**src/sv/atc_pkg.sv**
```systemverilog
package atc_pkg;

    localparam int TIME_BITS = 32;
    localparam int PROG_BITS = 16;

    // played time is clamped to TIME_BITS-1 bits
    localparam int PLAY_W  = TIME_BITS - 1;
    // long division of {played, PROG_BITS zeros} by the loop length
    localparam int DIV_W   = PLAY_W + PROG_BITS;
    localparam int CNT_W   = $clog2(DIV_W + 1);
    localparam int ELAP_W  = 49;
    localparam int PROG_W  = PROG_BITS + 1;
    localparam int DUR_W   = 31;
    localparam int REM_W   = DUR_W + 1;
    localparam int LOOP_W  = 32;

    localparam logic [PROG_W-1:0] ONE_Q     = PROG_W'(1) << PROG_BITS;
    localparam logic [49:0]       ELAP_MAX  = (50'd1 << 47) - 50'd1;
    localparam logic [63:0]       LOOPS_MAX = 64'd2147483647;

    typedef enum logic [3:0] {
        OP_TICK     = 4'd0,
        OP_PLAY     = 4'd1,
        OP_REVERSE  = 4'd2,
        OP_FORWARD  = 4'd3,
        OP_BACKWARD = 4'd4,
        OP_PAUSE    = 4'd5,
        OP_RESUME   = 4'd6,
        OP_STOP     = 4'd7,
        OP_FINISH   = 4'd8,
        OP_CANCEL   = 4'd9
    } op_t;

    typedef enum logic [1:0] {
        RUN_IDLE  = 2'd0,
        RUN_RUN   = 2'd1,
        RUN_PAUSE = 2'd2,
        RUN_STOP  = 2'd3
    } run_t;

    localparam logic [1:0] KIND_NONE    = 2'd0;
    localparam logic [1:0] KIND_TIME    = 2'd1;
    localparam logic [1:0] KIND_RESTORE = 2'd2;

    localparam logic [1:0] DIR_NORMAL  = 2'd0;
    localparam logic [1:0] DIR_REV     = 2'd1;
    localparam logic [1:0] DIR_ALT     = 2'd2;
    localparam logic [1:0] DIR_ALT_REV = 2'd3;

    localparam logic [1:0] FILL_NONE = 2'd0;
    localparam logic [1:0] FILL_FWD  = 2'd1;
    localparam logic [1:0] FILL_BWD  = 2'd2;
    localparam logic [1:0] FILL_BOTH = 2'd3;

    localparam logic [2:0] CFG_DUR    = 3'd0;
    localparam logic [2:0] CFG_DELAY  = 3'd1;
    localparam logic [2:0] CFG_ITER   = 3'd2;
    localparam logic [2:0] CFG_FOREVER = 3'd3;
    localparam logic [2:0] CFG_DIR    = 3'd4;
    localparam logic [2:0] CFG_FILL   = 3'd5;

    // loops still to play after the current one; all ones when endless
    function automatic logic [LOOP_W-1:0] rep_count(input logic forever_i,
                                                    input logic [15:0] iter_i);
        logic [LOOP_W-1:0] r;
        if (forever_i) begin
            r = '1;
        end else if (iter_i == 16'd0) begin
            r = '0;
        end else begin
            r = LOOP_W'(iter_i) - LOOP_W'(1);
        end
        return r;
    endfunction

endpackage

```
**src/sv/animation_timeline_controller.sv**
```systemverilog
//  channel   | direction | handshake           | payload
//  s_        | in        | s_valid / s_ready   | s_operation, s_tick_delta
//  m_        | out       | m_valid / m_ready   | m_progress .. m_prepare_event
//  cfg_      | in        | cfg_valid/cfg_ready | cfg_index, cfg_data
//
//  Commands go from accept through S_EXEC to S_DONE. A tick that gets past the
//  delay runs the divider, one radix-2 divider step per cycle over DIV_W = 47
//  quotient bits (loop count, then 16 progress bits). One that ends the run
//  at once (last loop or zero length, as a finish does) skips the divider.
//  s_ready is high only while the sequencer is idle; a word held on m_
//  stalls only the final load. Reset is synchronous, aresetn low.
module animation_timeline_controller (
    input  logic        aclk,
    input  logic        aresetn,
    input  logic        s_valid,
    output logic        s_ready,
    input  logic [3:0]  s_operation,
    input  logic [31:0] s_tick_delta,
    output logic        m_valid,
    input  logic        m_ready,
    output logic [16:0] m_progress,
    output logic [1:0]  m_progress_kind,
    output logic        m_reverse_flag,
    output logic [1:0]  m_run_status,
    output logic        m_start_event,
    output logic        m_repeat_event,
    output logic        m_pause_event,
    output logic        m_resume_event,
    output logic        m_stop_event,
    output logic        m_idle_event,
    output logic        m_prepare_event,
    input  logic        cfg_valid,
    output logic        cfg_ready,
    input  logic [2:0]  cfg_index,
    input  logic [31:0] cfg_data
);

    typedef enum logic [2:0] {
        S_IDLE, S_EXEC, S_ADD, S_CMP, S_DIV, S_POST, S_NOTE, S_DONE
    } state_t;

    typedef struct packed {
        logic [atc_pkg::PROG_W-1:0] prog;
        logic [1:0]                 kind;
        logic                       ev_start;
        logic                       ev_repeat;
        logic                       ev_pause;
        logic                       ev_resume;
        logic                       ev_stop;
        logic                       ev_idle;
        logic                       ev_prep;
    } res_t;

    state_t state_reg, state_next;
    atc_pkg::op_t op_reg, op_next;
    logic [31:0] delta_reg, delta_next;

    logic [atc_pkg::DUR_W-1:0] dur_reg, dur_next, delay_reg, delay_next;
    logic [15:0] iter_reg, iter_next;
    logic        rf_reg, rf_next;
    logic [1:0]  dm_reg, dm_next, fm_reg, fm_next;

    atc_pkg::run_t run_reg, run_next;
    logic [atc_pkg::ELAP_W-1:0] elap_reg, elap_next;
    logic [atc_pkg::LOOP_W-1:0] loops_reg, loops_next;
    logic rr_reg, rr_next, pb_reg, pb_next, tp_reg, tp_next, dfd_reg, dfd_next;

    logic [atc_pkg::PLAY_W-1:0] played_reg, played_next;
    logic looped_reg, looped_next, stop_reg, stop_next;
    logic [atc_pkg::DIV_W-1:0] dvd_reg, dvd_next, q_reg, q_next;
    logic [atc_pkg::REM_W-1:0] rem_reg, rem_next, mod_reg, mod_next;
    logic [atc_pkg::CNT_W-1:0] cnt_reg, cnt_next;

    res_t res_reg, res_next;
    res_t out_reg, out_next;
    logic out_rr_reg, out_rr_next;
    logic [1:0] out_run_reg, out_run_next;
    logic m_valid_reg, m_valid_next;

    function automatic logic [1:0] init_dir(input logic rr, input logic rf,
                                            input logic [1:0] dm, input logic l0);
        logic nrr;
        logic pb;
        nrr = rr;
        pb  = 1'b0;
        if (!rf) begin
            if (dm == atc_pkg::DIR_REV || dm == atc_pkg::DIR_ALT_REV) begin
                nrr = 1'b1;
            end
            if (dm != atc_pkg::DIR_ALT) begin
                pb = nrr;
            end else begin
                pb = nrr & ~l0;
            end
        end
        return {nrr, pb};
    endfunction

    always_comb begin
        logic en, fhe, alt, do_tog, always_st;
        logic t_rr;
        logic [atc_pkg::LOOP_W-1:0] t_loops;
        logic [1:0] ib;
        logic [49:0] sum;
        logic [atc_pkg::ELAP_W-1:0] diff;
        logic [atc_pkg::PLAY_W-1:0] pl;
        logic [atc_pkg::REM_W-1:0] rem_sh, rem_new;
        logic [atc_pkg::PLAY_W-1:0] q_hi;
        logic [atc_pkg::LOOP_W-1:0] loops_cl;
        logic [atc_pkg::LOOP_W:0] lsub;
        logic [atc_pkg::PROG_W-1:0] v;

        state_next   = state_reg;
        op_next      = op_reg;
        delta_next   = delta_reg;
        dur_next     = dur_reg;
        delay_next   = delay_reg;
        iter_next    = iter_reg;
        rf_next      = rf_reg;
        dm_next      = dm_reg;
        fm_next      = fm_reg;
        run_next     = run_reg;
        elap_next    = elap_reg;
        loops_next   = loops_reg;
        rr_next      = rr_reg;
        pb_next      = pb_reg;
        tp_next      = tp_reg;
        dfd_next     = dfd_reg;
        played_next  = played_reg;
        looped_next  = looped_reg;
        stop_next    = stop_reg;
        dvd_next     = dvd_reg;
        q_next       = q_reg;
        rem_next     = rem_reg;
        mod_next     = mod_reg;
        cnt_next     = cnt_reg;
        res_next     = res_reg;
        out_next     = out_reg;
        out_rr_next  = out_rr_reg;
        out_run_next = out_run_reg;
        m_valid_next = m_valid_reg;

        en  = rf_reg | (iter_reg != 16'd0);
        fhe = (fm_reg == atc_pkg::FILL_FWD) || (fm_reg == atc_pkg::FILL_BOTH);
        alt = (dm_reg == atc_pkg::DIR_ALT) || (dm_reg == atc_pkg::DIR_ALT_REV);

        do_tog    = 1'b0;
        always_st = 1'b0;
        t_rr      = rr_reg;
        t_loops   = loops_reg;
        ib        = 2'b00;
        sum       = '0;
        diff      = '0;
        pl        = '0;
        rem_sh    = '0;
        rem_new   = '0;
        q_hi      = '0;
        loops_cl  = '0;
        lsub      = '0;
        v         = '0;

        if (m_valid_reg && m_ready) begin
            m_valid_next = 1'b0;
        end

        unique case (state_reg)
            S_IDLE: begin
                if (s_valid) begin
                    op_next     = atc_pkg::op_t'(s_operation);
                    delta_next  = s_tick_delta;
                    res_next    = '0;
                    looped_next = 1'b0;
                    stop_next   = 1'b0;
                    state_next  = S_EXEC;
                end
            end
            S_EXEC: begin
                state_next = S_DONE;
                if (op_reg == atc_pkg::OP_TICK) begin
                    if (run_reg == atc_pkg::RUN_RUN) begin
                        state_next = S_ADD;
                    end
                end else if (en) begin
                    case (op_reg)
                        atc_pkg::OP_PLAY, atc_pkg::OP_REVERSE,
                        atc_pkg::OP_FORWARD, atc_pkg::OP_BACKWARD: begin
                            // forward/backward first undo a pending reverse; a
                            // double toggle cancels out, so at most one is done
                            do_tog = (op_reg == atc_pkg::OP_REVERSE)
                                   | ((op_reg == atc_pkg::OP_FORWARD) & rr_reg)
                                   | ((op_reg == atc_pkg::OP_BACKWARD) & ~rr_reg);
                            always_st = (op_reg == atc_pkg::OP_REVERSE)
                                      | (op_reg == atc_pkg::OP_BACKWARD);
                            t_rr = rr_reg ^ do_tog;
                            if (do_tog && (run_reg == atc_pkg::RUN_RUN
                                           || run_reg == atc_pkg::RUN_PAUSE)) begin
                                if (!rf_reg) begin
                                    t_loops = atc_pkg::rep_count(rf_reg, iter_reg)
                                            - loops_reg;
                                end
                                elap_next = atc_pkg::ELAP_W'(dur_reg) - elap_reg;
                            end
                            loops_next = t_loops;
                            rr_next    = t_rr;
                            tp_next    = 1'b0;
                            if (run_reg == atc_pkg::RUN_RUN) begin
                                if (tp_reg ^ do_tog) begin
                                    pb_next = ~pb_reg;
                                end
                                res_next.ev_start = always_st;
                            end else begin
                                ib = init_dir(t_rr, rf_reg, dm_reg, t_loops[0]);
                                res_next.ev_start = 1'b1;
                                run_next = atc_pkg::RUN_RUN;
                                rr_next  = ib[1];
                                pb_next  = ib[0];
                            end
                        end
                        atc_pkg::OP_PAUSE: begin
                            if (run_reg != atc_pkg::RUN_PAUSE) begin
                                if (run_reg == atc_pkg::RUN_IDLE) begin
                                    ib = init_dir(rr_reg, rf_reg, dm_reg, loops_reg[0]);
                                    res_next.ev_start = 1'b1;
                                    tp_next = 1'b0;
                                    rr_next = ib[1];
                                    pb_next = ib[0];
                                end
                                run_next = atc_pkg::RUN_PAUSE;
                                res_next.ev_pause = 1'b1;
                            end
                        end
                        atc_pkg::OP_RESUME: begin
                            if (run_reg != atc_pkg::RUN_RUN) begin
                                run_next = atc_pkg::RUN_RUN;
                                res_next.ev_resume = 1'b1;
                            end
                        end
                        atc_pkg::OP_STOP: begin
                            if (run_reg != atc_pkg::RUN_STOP) begin
                                elap_next  = '0;
                                loops_next = atc_pkg::rep_count(rf_reg, iter_reg);
                                dfd_next   = 1'b0;
                                run_next   = atc_pkg::RUN_STOP;
                                res_next.ev_stop = 1'b1;
                            end
                        end
                        atc_pkg::OP_FINISH: begin
                            if (run_reg != atc_pkg::RUN_STOP) begin
                                loops_next = '0;
                                delta_next = 32'(delay_reg) + 32'(dur_reg);
                                state_next = S_ADD;
                            end
                        end
                        atc_pkg::OP_CANCEL: begin
                            if (run_reg != atc_pkg::RUN_IDLE) begin
                                run_next   = atc_pkg::RUN_IDLE;
                                elap_next  = '0;
                                loops_next = atc_pkg::rep_count(rf_reg, iter_reg);
                                v = fhe ? atc_pkg::ONE_Q : '0;
                                res_next.prog    = pb_reg ? atc_pkg::ONE_Q - v : v;
                                res_next.kind    = atc_pkg::KIND_RESTORE;
                                res_next.ev_prep = 1'b1;
                                res_next.ev_idle = 1'b1;
                            end
                        end
                        default: begin
                        end
                    endcase
                end
            end
            S_ADD: begin
                // skipped entirely when the elapsed time would overflow
                sum = {{(50 - atc_pkg::ELAP_W){elap_reg[atc_pkg::ELAP_W-1]}}, elap_reg}
                    + 50'(delta_reg);
                if ($signed(sum) > $signed(atc_pkg::ELAP_MAX)) begin
                    state_next = S_DONE;
                end else begin
                    elap_next  = sum[atc_pkg::ELAP_W-1:0];
                    state_next = S_CMP;
                end
            end
            S_CMP: begin
                if ($signed(elap_reg) < $signed(atc_pkg::ELAP_W'(delay_reg))) begin
                    if ((fm_reg == atc_pkg::FILL_BWD || fm_reg == atc_pkg::FILL_BOTH)
                        && !dfd_reg) begin
                        res_next.prog = '0;
                        res_next.kind = atc_pkg::KIND_TIME;
                        dfd_next = 1'b1;
                    end
                    state_next = S_DONE;
                end else begin
                    res_next.ev_prep = 1'b1;
                    diff = elap_reg - atc_pkg::ELAP_W'(delay_reg);
                    if (diff > atc_pkg::ELAP_W'({atc_pkg::PLAY_W{1'b1}})) begin
                        pl = '1;
                    end else begin
                        pl = diff[atc_pkg::PLAY_W-1:0];
                    end
                    played_next = pl;
                    dvd_next    = {pl, {atc_pkg::PROG_BITS{1'b0}}};
                    rem_next    = '0;
                    q_next      = '0;
                    cnt_next    = '0;
                    state_next  = S_DIV;
                    if (64'(pl) >= 64'(dur_reg)) begin
                        looped_next = 1'b1;
                        if (dur_reg == '0 && alt && !rf_reg && !iter_reg[0]) begin
                            pb_next = ~pb_reg;
                        end
                        if (loops_reg == '0 || dur_reg == '0) begin
                            loops_next = '0;
                            stop_next  = 1'b1;
                            state_next = S_NOTE;
                        end
                    end
                end
            end
            S_DIV: begin
                rem_sh  = {rem_reg[atc_pkg::REM_W-2:0], dvd_reg[atc_pkg::DIV_W-1]};
                rem_new = rem_sh;
                if (rem_sh >= atc_pkg::REM_W'(dur_reg)) begin
                    rem_new = rem_sh - atc_pkg::REM_W'(dur_reg);
                end
                rem_next = rem_new;
                q_next   = {q_reg[atc_pkg::DIV_W-2:0], rem_sh >= atc_pkg::REM_W'(dur_reg)};
                dvd_next = {dvd_reg[atc_pkg::DIV_W-2:0], 1'b0};
                cnt_next = cnt_reg + atc_pkg::CNT_W'(1);
                // after the integer bits the remainder is played mod duration
                if (cnt_reg + atc_pkg::CNT_W'(1) == atc_pkg::CNT_W'(atc_pkg::PLAY_W)) begin
                    mod_next = rem_new;
                end
                if (cnt_reg + atc_pkg::CNT_W'(1) == atc_pkg::CNT_W'(atc_pkg::DIV_W)) begin
                    state_next = S_POST;
                end
            end
            S_POST: begin
                if (looped_reg) begin
                    q_hi = q_reg[atc_pkg::DIV_W-1:atc_pkg::PROG_BITS];
                    if (64'(q_hi) > atc_pkg::LOOPS_MAX) begin
                        loops_cl = atc_pkg::LOOP_W'(atc_pkg::LOOPS_MAX);
                    end else begin
                        loops_cl = atc_pkg::LOOP_W'(q_hi);
                    end
                    if (!rf_reg) begin
                        lsub = {loops_reg[atc_pkg::LOOP_W-1], loops_reg}
                             - {1'b0, loops_cl};
                        loops_next = lsub[atc_pkg::LOOP_W-1:0];
                        if (lsub[atc_pkg::LOOP_W]) begin
                            stop_next = 1'b1;
                        end
                    end
                    if (alt) begin
                        pb_next = ~pb_reg;
                    end
                    played_next = atc_pkg::PLAY_W'(mod_reg);
                end
                state_next = S_NOTE;
            end
            S_NOTE: begin
                if (stop_reg) begin
                    v = fhe ? atc_pkg::ONE_Q : '0;
                end else begin
                    v = atc_pkg::PROG_W'(q_reg[atc_pkg::PROG_BITS-1:0]);
                end
                res_next.prog      = pb_reg ? atc_pkg::ONE_Q - v : v;
                res_next.ev_repeat = looped_reg & ~stop_reg;
                res_next.kind      = (stop_reg && !fhe) ? atc_pkg::KIND_RESTORE
                                                        : atc_pkg::KIND_TIME;
                if (looped_reg) begin
                    elap_next = atc_pkg::ELAP_W'(played_reg) + atc_pkg::ELAP_W'(delay_reg);
                end
                if (stop_reg && en && run_reg != atc_pkg::RUN_STOP) begin
                    elap_next  = '0;
                    loops_next = atc_pkg::rep_count(rf_reg, iter_reg);
                    dfd_next   = 1'b0;
                    run_next   = atc_pkg::RUN_STOP;
                    res_next.ev_stop = 1'b1;
                end
                state_next = S_DONE;
            end
            S_DONE: begin
                if (!m_valid_reg || m_ready) begin
                    out_next = res_reg;
                    if (res_reg.kind == atc_pkg::KIND_NONE) begin
                        out_next.prog = '0;
                    end
                    out_rr_next  = rr_reg;
                    out_run_next = run_reg;
                    m_valid_next = 1'b1;
                    state_next   = S_IDLE;
                end
            end
            default: begin
                state_next = S_IDLE;
            end
        endcase

        if (cfg_valid) begin
            unique case (cfg_index)
                atc_pkg::CFG_DUR:   dur_next   = cfg_data[atc_pkg::DUR_W-1:0];
                atc_pkg::CFG_DELAY: delay_next = cfg_data[atc_pkg::DUR_W-1:0];
                atc_pkg::CFG_ITER: begin
                    iter_next  = cfg_data[15:0];
                    loops_next = atc_pkg::rep_count(rf_reg, cfg_data[15:0]);
                end
                atc_pkg::CFG_FOREVER: begin
                    rf_next    = cfg_data[0];
                    loops_next = atc_pkg::rep_count(cfg_data[0], iter_reg);
                end
                atc_pkg::CFG_DIR:   dm_next = cfg_data[1:0];
                atc_pkg::CFG_FILL:  fm_next = cfg_data[1:0];
                default: begin
                end
            endcase
        end
    end

    always_ff @(posedge aclk) begin
        if (!aresetn) begin
            state_reg   <= S_IDLE;
            op_reg      <= atc_pkg::OP_TICK;
            delta_reg   <= '0;
            dur_reg     <= '0;
            delay_reg   <= '0;
            iter_reg    <= 16'd1;
            rf_reg      <= 1'b0;
            dm_reg      <= atc_pkg::DIR_NORMAL;
            fm_reg      <= atc_pkg::FILL_FWD;
            run_reg     <= atc_pkg::RUN_IDLE;
            elap_reg    <= '0;
            loops_reg   <= atc_pkg::rep_count(1'b0, 16'd1);
            rr_reg      <= 1'b0;
            pb_reg      <= 1'b0;
            tp_reg      <= 1'b0;
            dfd_reg     <= 1'b0;
            played_reg  <= '0;
            looped_reg  <= 1'b0;
            stop_reg    <= 1'b0;
            dvd_reg     <= '0;
            q_reg       <= '0;
            rem_reg     <= '0;
            mod_reg     <= '0;
            cnt_reg     <= '0;
            res_reg     <= '0;
            out_reg     <= '0;
            out_rr_reg  <= 1'b0;
            out_run_reg <= atc_pkg::RUN_IDLE;
            m_valid_reg <= 1'b0;
        end else begin
            state_reg   <= state_next;
            op_reg      <= op_next;
            delta_reg   <= delta_next;
            dur_reg     <= dur_next;
            delay_reg   <= delay_next;
            iter_reg    <= iter_next;
            rf_reg      <= rf_next;
            dm_reg      <= dm_next;
            fm_reg      <= fm_next;
            run_reg     <= run_next;
            elap_reg    <= elap_next;
            loops_reg   <= loops_next;
            rr_reg      <= rr_next;
            pb_reg      <= pb_next;
            tp_reg      <= tp_next;
            dfd_reg     <= dfd_next;
            played_reg  <= played_next;
            looped_reg  <= looped_next;
            stop_reg    <= stop_next;
            dvd_reg     <= dvd_next;
            q_reg       <= q_next;
            rem_reg     <= rem_next;
            mod_reg     <= mod_next;
            cnt_reg     <= cnt_next;
            res_reg     <= res_next;
            out_reg     <= out_next;
            out_rr_reg  <= out_rr_next;
            out_run_reg <= out_run_next;
            m_valid_reg <= m_valid_next;
        end
    end

    assign s_ready         = (state_reg == S_IDLE);
    assign cfg_ready       = 1'b1;
    assign m_valid         = m_valid_reg;
    assign m_progress      = out_reg.prog;
    assign m_progress_kind = out_reg.kind;
    assign m_reverse_flag  = out_rr_reg;
    assign m_run_status    = out_run_reg;
    assign m_start_event   = out_reg.ev_start;
    assign m_repeat_event  = out_reg.ev_repeat;
    assign m_pause_event   = out_reg.ev_pause;
    assign m_resume_event  = out_reg.ev_resume;
    assign m_stop_event    = out_reg.ev_stop;
    assign m_idle_event    = out_reg.ev_idle;
    assign m_prepare_event = out_reg.ev_prep;

endmodule

```
**config.mk**
```make
export PLATFORM = sky130hd
export DESIGN_NAME = animation_timeline_controller
export DESIGN_NICKNAME = d
export VERILOG_FILES = /design/src/sv/atc_pkg.sv /design/src/sv/animation_timeline_controller.sv
export SDC_FILE = /design/constraint.sdc
export NUM_CORES = 2
export LEC_CHECK = 0
export BUFFER_PORTS_ARGS = -buffer_cell sky130_fd_sc_hd__buf_2
export CELL_PAD_IN_SITES_DETAIL_PLACEMENT = 0
export CELL_PAD_IN_SITES_GLOBAL_PLACEMENT = 1
export CORE_MARGIN = 2
export CORE_UTILIZATION = 51
export DETAILED_ROUTE_END_ITERATION = 8
export PLACE_DENSITY = 0.91
export SYNTH_ARGS = -nofsm -noshare
export SYNTH_HDL_FRONTEND = slang
export SYNTH_SLANG_ARGS = --single-unit
```
**constraint.sdc**
```tcl
create_clock -name aclk -period 14.2 [get_ports aclk]
set_clock_uncertainty 0.2 [all_clocks]
set_input_delay 1.42 -clock aclk [delete_from_list [all_inputs] [get_ports aclk]]
set_output_delay 1.42 -clock aclk [all_outputs]
set_load 0.02 [all_outputs]
```
# Word-level counts from Yosys, hierarchy flattened
# Index checks and enable logic that the tools add are counted.
# word_totals
register_bits	460
n_memories	0
output_inout_bits	32
romBits	0
in_bits	76
word_cells	420
latch_bits	0
mem_bits_rw	0
# classes
n_shift	0
n_mul	0
addsub	13
div_mod_pow	0
n_reduce_logical	76
muxes	188
n_eq_ne	76
order_cmp	5
n_bitwise	17
# ops
cell	n
32-bit two-way mux	36
49-bit two-way mux	8
49-bit case mux with 3 select lines	2
32-bit case mux with 4 select lines	2
31-bit two-way mux	7
47-bit case mux with 2 select lines	2
32-bit case mux with 2 select lines	2
31-bit case mux with 2 select lines	2
17-bit two-way mux	6
47-bit two-way mux	2
19-bit two-way mux	4
19-bit case mux with 4 select lines	1
1-bit two-way mux	67
31-bit by 31-bit adder with 32-bit output	2
2-bit != test, second input constant	27
49-bit by 33-bit adder with 50-bit output	1
50-bit by 48-bit greater-than comparator with 1-bit output, second input constant	1
49-bit by 31-bit greater-than comparator with 1-bit output, second input constant	1
49-bit by 32-bit < comparator with 1-bit output	1
31-bit by 49-bit subtractor with 49-bit output	1
49-bit by 31-bit subtractor with 49-bit output	1
20-bit two-way mux	2
16-bit by 1-bit subtractor with 17-bit output, second input constant	2
17-bit subtractor, first input constant	2
other kinds (61)	193

# Logic depth before layout (Yosys ltp)
# logic_depth
ltp_word	26
mapped_depth	29
ltp_nobuf	26

# Worst setup path after synthesis
# Ideal clock, no wire load.
# synth_path
path_type	register -> register
start	register delay_reg[1] (netlist bit)
end	register loops_reg[25] (netlist bit)
stages_incl_launch_ff	27
period_less_slack_ns	5.967
path_slack_ns	8.233
path_buffers	3
setup_ns	0.136
required_time_ns	13.864
arrival_time_ns	5.631
cell_sequence	dfxtp_1 > inv_1 > fa_1 > a21o_1 > a221oi_1 > and3_1 > o31ai_1 > a21oi_1 > o21a_1 > mux2i_1 > nand4_1 > nor4_2 > buf_4 > buf_6 > buf_4 > nand2_1 > ha_1 > a21o_1 > a21o_1 > a211o_1 > o211ai_1 > a21oi_1 > a311oi_1 > o31ai_1 > nand4_2 > a221oi_1 > o32ai_1
# synth_via
elab_chain_cells	11
elab_cells_between_ends	12
cone_classes	add/sub (1); order compare (3); mux (8)
# synth_lines
item	line	rtl
start: declaration	animation_timeline_controller.sv:58	logic [atc_pkg::DUR_W-1:0] dur_reg, dur_next, delay_reg, delay_next;
start signal: assignment	animation_timeline_controller.sv:454	delay_reg <= delay_next;
49-bit by 31-bit subtractor with 49-bit output	animation_timeline_controller.sv:293	diff = elap_reg - atc_pkg::ELAP_W'(delay_reg);
49-bit by 31-bit greater-than comparator with 1-bit output	animation_timeline_controller.sv:294	if (diff > atc_pkg::ELAP_W'({atc_pkg::PLAY_W{1'b1}})) begin
31-bit two-way mux	animation_timeline_controller.sv:294	
31-bit two-way mux	animation_timeline_controller.sv:283	if ($signed(elap_reg) < $signed(atc_pkg::ELAP_W'(delay_reg))) begin
31-bit two-way mux	animation_timeline_controller.sv:166	unique case (state_reg)
31-bit >= comparator	animation_timeline_controller.sv:305	if (64'(pl) >= 64'(dur_reg)) begin
32-bit two-way mux	animation_timeline_controller.sv:305	
32-bit two-way mux (*)	animation_timeline_controller.sv:283	
32-bit case mux with 4 select lines (*)	animation_timeline_controller.sv:166	
32-bit case mux with 2 select lines	animation_timeline_controller.sv:399	unique case (cfg_index)
32-bit two-way mux (*)	animation_timeline_controller.sv:398	if (cfg_valid) begin
end signal: assignment	animation_timeline_controller.sv:431	loops_reg <= atc_pkg::rep_count(1'b0, 16'd1);
end signal: assignment	animation_timeline_controller.sv:461	loops_reg <= loops_next;
end: declaration	animation_timeline_controller.sv:65	logic [atc_pkg::LOOP_W-1:0] loops_reg, loops_next;
# Mark *: on every way between the ends. The rest lies on a longest branch, timed or not. The select of a mux whose other input is x is not followed.
# A chain may end at the register's enable or synchronous reset.

# Worst setup path after layout
# layout_path
start	register elap_reg[0] (netlist bit)
end	register loops_reg[30] (netlist bit)
# layout_via
elab_chain_cells	11
elab_cells_between_ends	12
cone_classes	add/sub (1); order compare (3); mux (8)
# layout_lines
item	line	rtl
start: declaration	animation_timeline_controller.sv:64	logic [atc_pkg::ELAP_W-1:0] elap_reg, elap_next;
start signal: assignment	animation_timeline_controller.sv:460	elap_reg <= elap_next;
49-bit by 31-bit subtractor with 49-bit output	animation_timeline_controller.sv:293	
49-bit by 31-bit greater-than comparator with 1-bit output	animation_timeline_controller.sv:294	
31-bit two-way mux	animation_timeline_controller.sv:294	
31-bit two-way mux	animation_timeline_controller.sv:283	
31-bit two-way mux	animation_timeline_controller.sv:166	
31-bit >= comparator	animation_timeline_controller.sv:305	
32-bit two-way mux	animation_timeline_controller.sv:305	
32-bit two-way mux (*)	animation_timeline_controller.sv:283	
32-bit case mux with 4 select lines (*)	animation_timeline_controller.sv:166	
32-bit case mux with 2 select lines	animation_timeline_controller.sv:399	
32-bit two-way mux (*)	animation_timeline_controller.sv:398	
# Marked as above.

==> impl_metrics.ini <==
[outcome]
status = finished, final reports clean

[global_route]
grt_pass1_wl_mm = 194
grt_max_degree = 145
grt_pass1_vias = 32800
globalRouteMet1Util = 0.537
grt_use_met3 = 0.0878
met2_usage = 0.461
busiest_layer = met1
grt_overflow_total = 0
track_usage = 0.347
antenna_found_initial = 3

[drt]
avgViaCountPerCell = 6.33
first_iter_violations = 4193
wl_mm = 127
ant_nets = 0
post_drt_wl_per_cell_um = 22.0
vias = 36600
drc = 0
drtPass1Iterations = 6

[power]
peakVddDrop_mv = 0.834
leakage_uw = 0.0153
powerDensity_mw_per_mm2 = 246

[sta]
rsz0062_at_grt = false
fin_setup_tns_ps = 0
fin_crit_sh = 0.551
setup_viol = 0
worstMarginPinSlew_ps = 1310
drv_slew = 0
period_needed_ps = 7820
max_freq_mhz = 128
finalHoldViolCount = 0
relSlewSlack = 0.123

[clock_tree]
root_buffer = clkbuf_16
clock_latency_ps = 630
cts_buffers = 53
clkTransAtPathRegs_ps = 60
cts_tree = yes
cts_buffer_depth = 3
cts_hold_buf = 0
ctsResizeCount = 0
h-tree-depth = 2
clock-sinks = 443
post_cts_buffers = 0

[place]
port_buffers = 105
gp_congestion = 1.01
dp_hpwl_mm = 96.8
dpl_cell_area_sq_mm = 0.0365

[min_path]
whs_path_depth = 2
hold_path.class = register to register

[synth]
synth-async-reset-ratio = 0
yosys.cell_types.count = 98
synth_ff_type = dfxtp_1
syn_inst = 4849
synth_warnings = 0
synth_area_per_cell_sq_um = 7.30
ys_seq_area_frac = 0.251
ys_seq_elements = 443
synth_edf_count = 0
syn_area_sq_mm = 0.0354

[critical_path]
reg2reg_depth = 29
slowest_delay_ps = 660
crit_cells = 29
worst_path_max_delay_cell = buf_4
path_delay_family = compound AO/OA/AOI/OAI gates
critical_path_peak_fanout = 93
cp_data_arrival_time_ps = 8180
crit_buf_inv = 5
critPathLaunchType = register
crit_type = register to register
endpoint_kind = register
cp.required_ps = 14550

[final_layout]
final_cell_area_sq_mm = 0.0384
largest_reg_flops = 49
drive_gt1_frac = 0.0662
antenna_cells = 0
area_delta_synth_final_pct = 8.48
nNetsFinal = 5175
num-fill-cells = 6668

[floorplanning]
core_sq_mm = 0.0686
initial_core_util = 0.516
die_w_um = 267
ios = 108
rows = 96
die_area_sq_mm = 0.0715
die_height_um = 267

[job]
maxCapViolCount = 0
-- final cells by class --
type | instances | area (sq um) | area share
clock buffers | 70 | 1480 | 0.0386
clock inverters | 29 | 365 | 0.00952
inverters | 245 | 927 | 0.0242
multi-input cells | 3901 | 24600 | 0.642
flip-flops and latches | 443 | 8870 | 0.231
well taps | 931 | 1160 | 0.0303
repair buffers | 158 | 936 | 0.0244
-- placed cells by master, fill, tap and decap left out, drive strengths merged, types with 43 or more instances in the layout --
master	netlist	final
ha	289	289
a21oi	541	541
o21a	52	52
nor2	340	340
a22oi	63	63
xor2	93	93
buf	43	158
clkbuf	231	70
and3	55	55
nor2b	47	47
a21o	164	164
xnor2	144	144
nand3	155	155
a31oi	86	86
nand2b	43	43
a211oi	81	81
inv	243	244
o21ai	361	361
dfxtp	443	443
o211ai	48	48
nand2	632	632
nand4	57	57
nor3	98	98
-- metrics by stage --
step           std cells  utilization  hold slack, ps  power [uW]  setup slack [ps]
4_1_cts             5777        0.560             252        9280              6520
3_3_place_gp        5678        0.533             238        7780              6580
5_1_grt             5777        0.560             268       10100              5920
3_5_place_dp        5678        0.533             243        7800              6530
2_1_floorplan       4863            -             227        6140              8230
6_report            5777        0.560             251        9430              6380
-- logic make-up after synthesis --
| family | Yosys count | synth area share |
|---|---|---|
| and+or+nand+nor | 1590 | 0.207 |
| buffers and inverters | 519 | 0.0570 |
| xor gates and xnor gates | 237 | 0.0587 |
| muxes | 26 | 0.00743 |
| other | 2 | 0.000212 |
| DFF | 443 | 0.251 |
| adders and majority gates | 297 | 0.107 |
| AOI/OAI and AO/OA | 1735 | 0.312 |
-- per-layer routing --
| layer | vias to the layer above | part of all wire |
|---|---|---|
| met5 | - | 0.00029 |
| met4 | 6 | 0.028 |
| met3 | 199 | 0.13 |
| met2 | 1697 | 0.38 |
| met1 | 17100 | 0.47 |
| li1 | 17600 | - |
-- cell usage after synthesis (42+ instances only) --
library cell  number  area share
o21ai_0          359       0.051
dfxtp_1          443        0.25
a21o_1           164       0.035
nand2_1          632       0.067
a211oi_1          81       0.017
clkbuf_1         230       0.024
and3_1            55      0.0097
nand3_1          155       0.022
nand2b_1          42      0.0074
nor3_1            97       0.014
nor2_1           339       0.036
nand4_1           56      0.0099
a31oi_1           86       0.015
nor2b_1           47      0.0083
xor2_1            93       0.023
o211ai_1          48       0.010
a21oi_1          540       0.076
xnor2_1          144       0.036
ha_1             289        0.10
inv_1            242       0.026
o21a_1            52       0.011
a22oi_1           63       0.013
-- power breakdown --
group	switching (uW)	internal, uW
combinational	3930	2300
sequential	301	1450
clock	603	848
-- worst paths after layout --
path / endpoint / slack (ps) / from
min: m_stop_event / 250 / m_stop_event
min reg2reg: m_stop_event / 250 / m_stop_event
max: loops_reg[30] / 6380 / elap_reg[0]
max reg2reg: loops_reg[30] / 6380 / elap_reg[0]
-- worst reg2reg max path, delay by kind of cell, from the launching register on --
family	cells	cell delay [ps]
AOI/OAI and AO/OA	14	3570
and+or+nand+nor	7	1380
buffers and inverters	5	1340
adders and majority gates	3	900
DFF	1	350
Power figures use the tool's default switching activity.
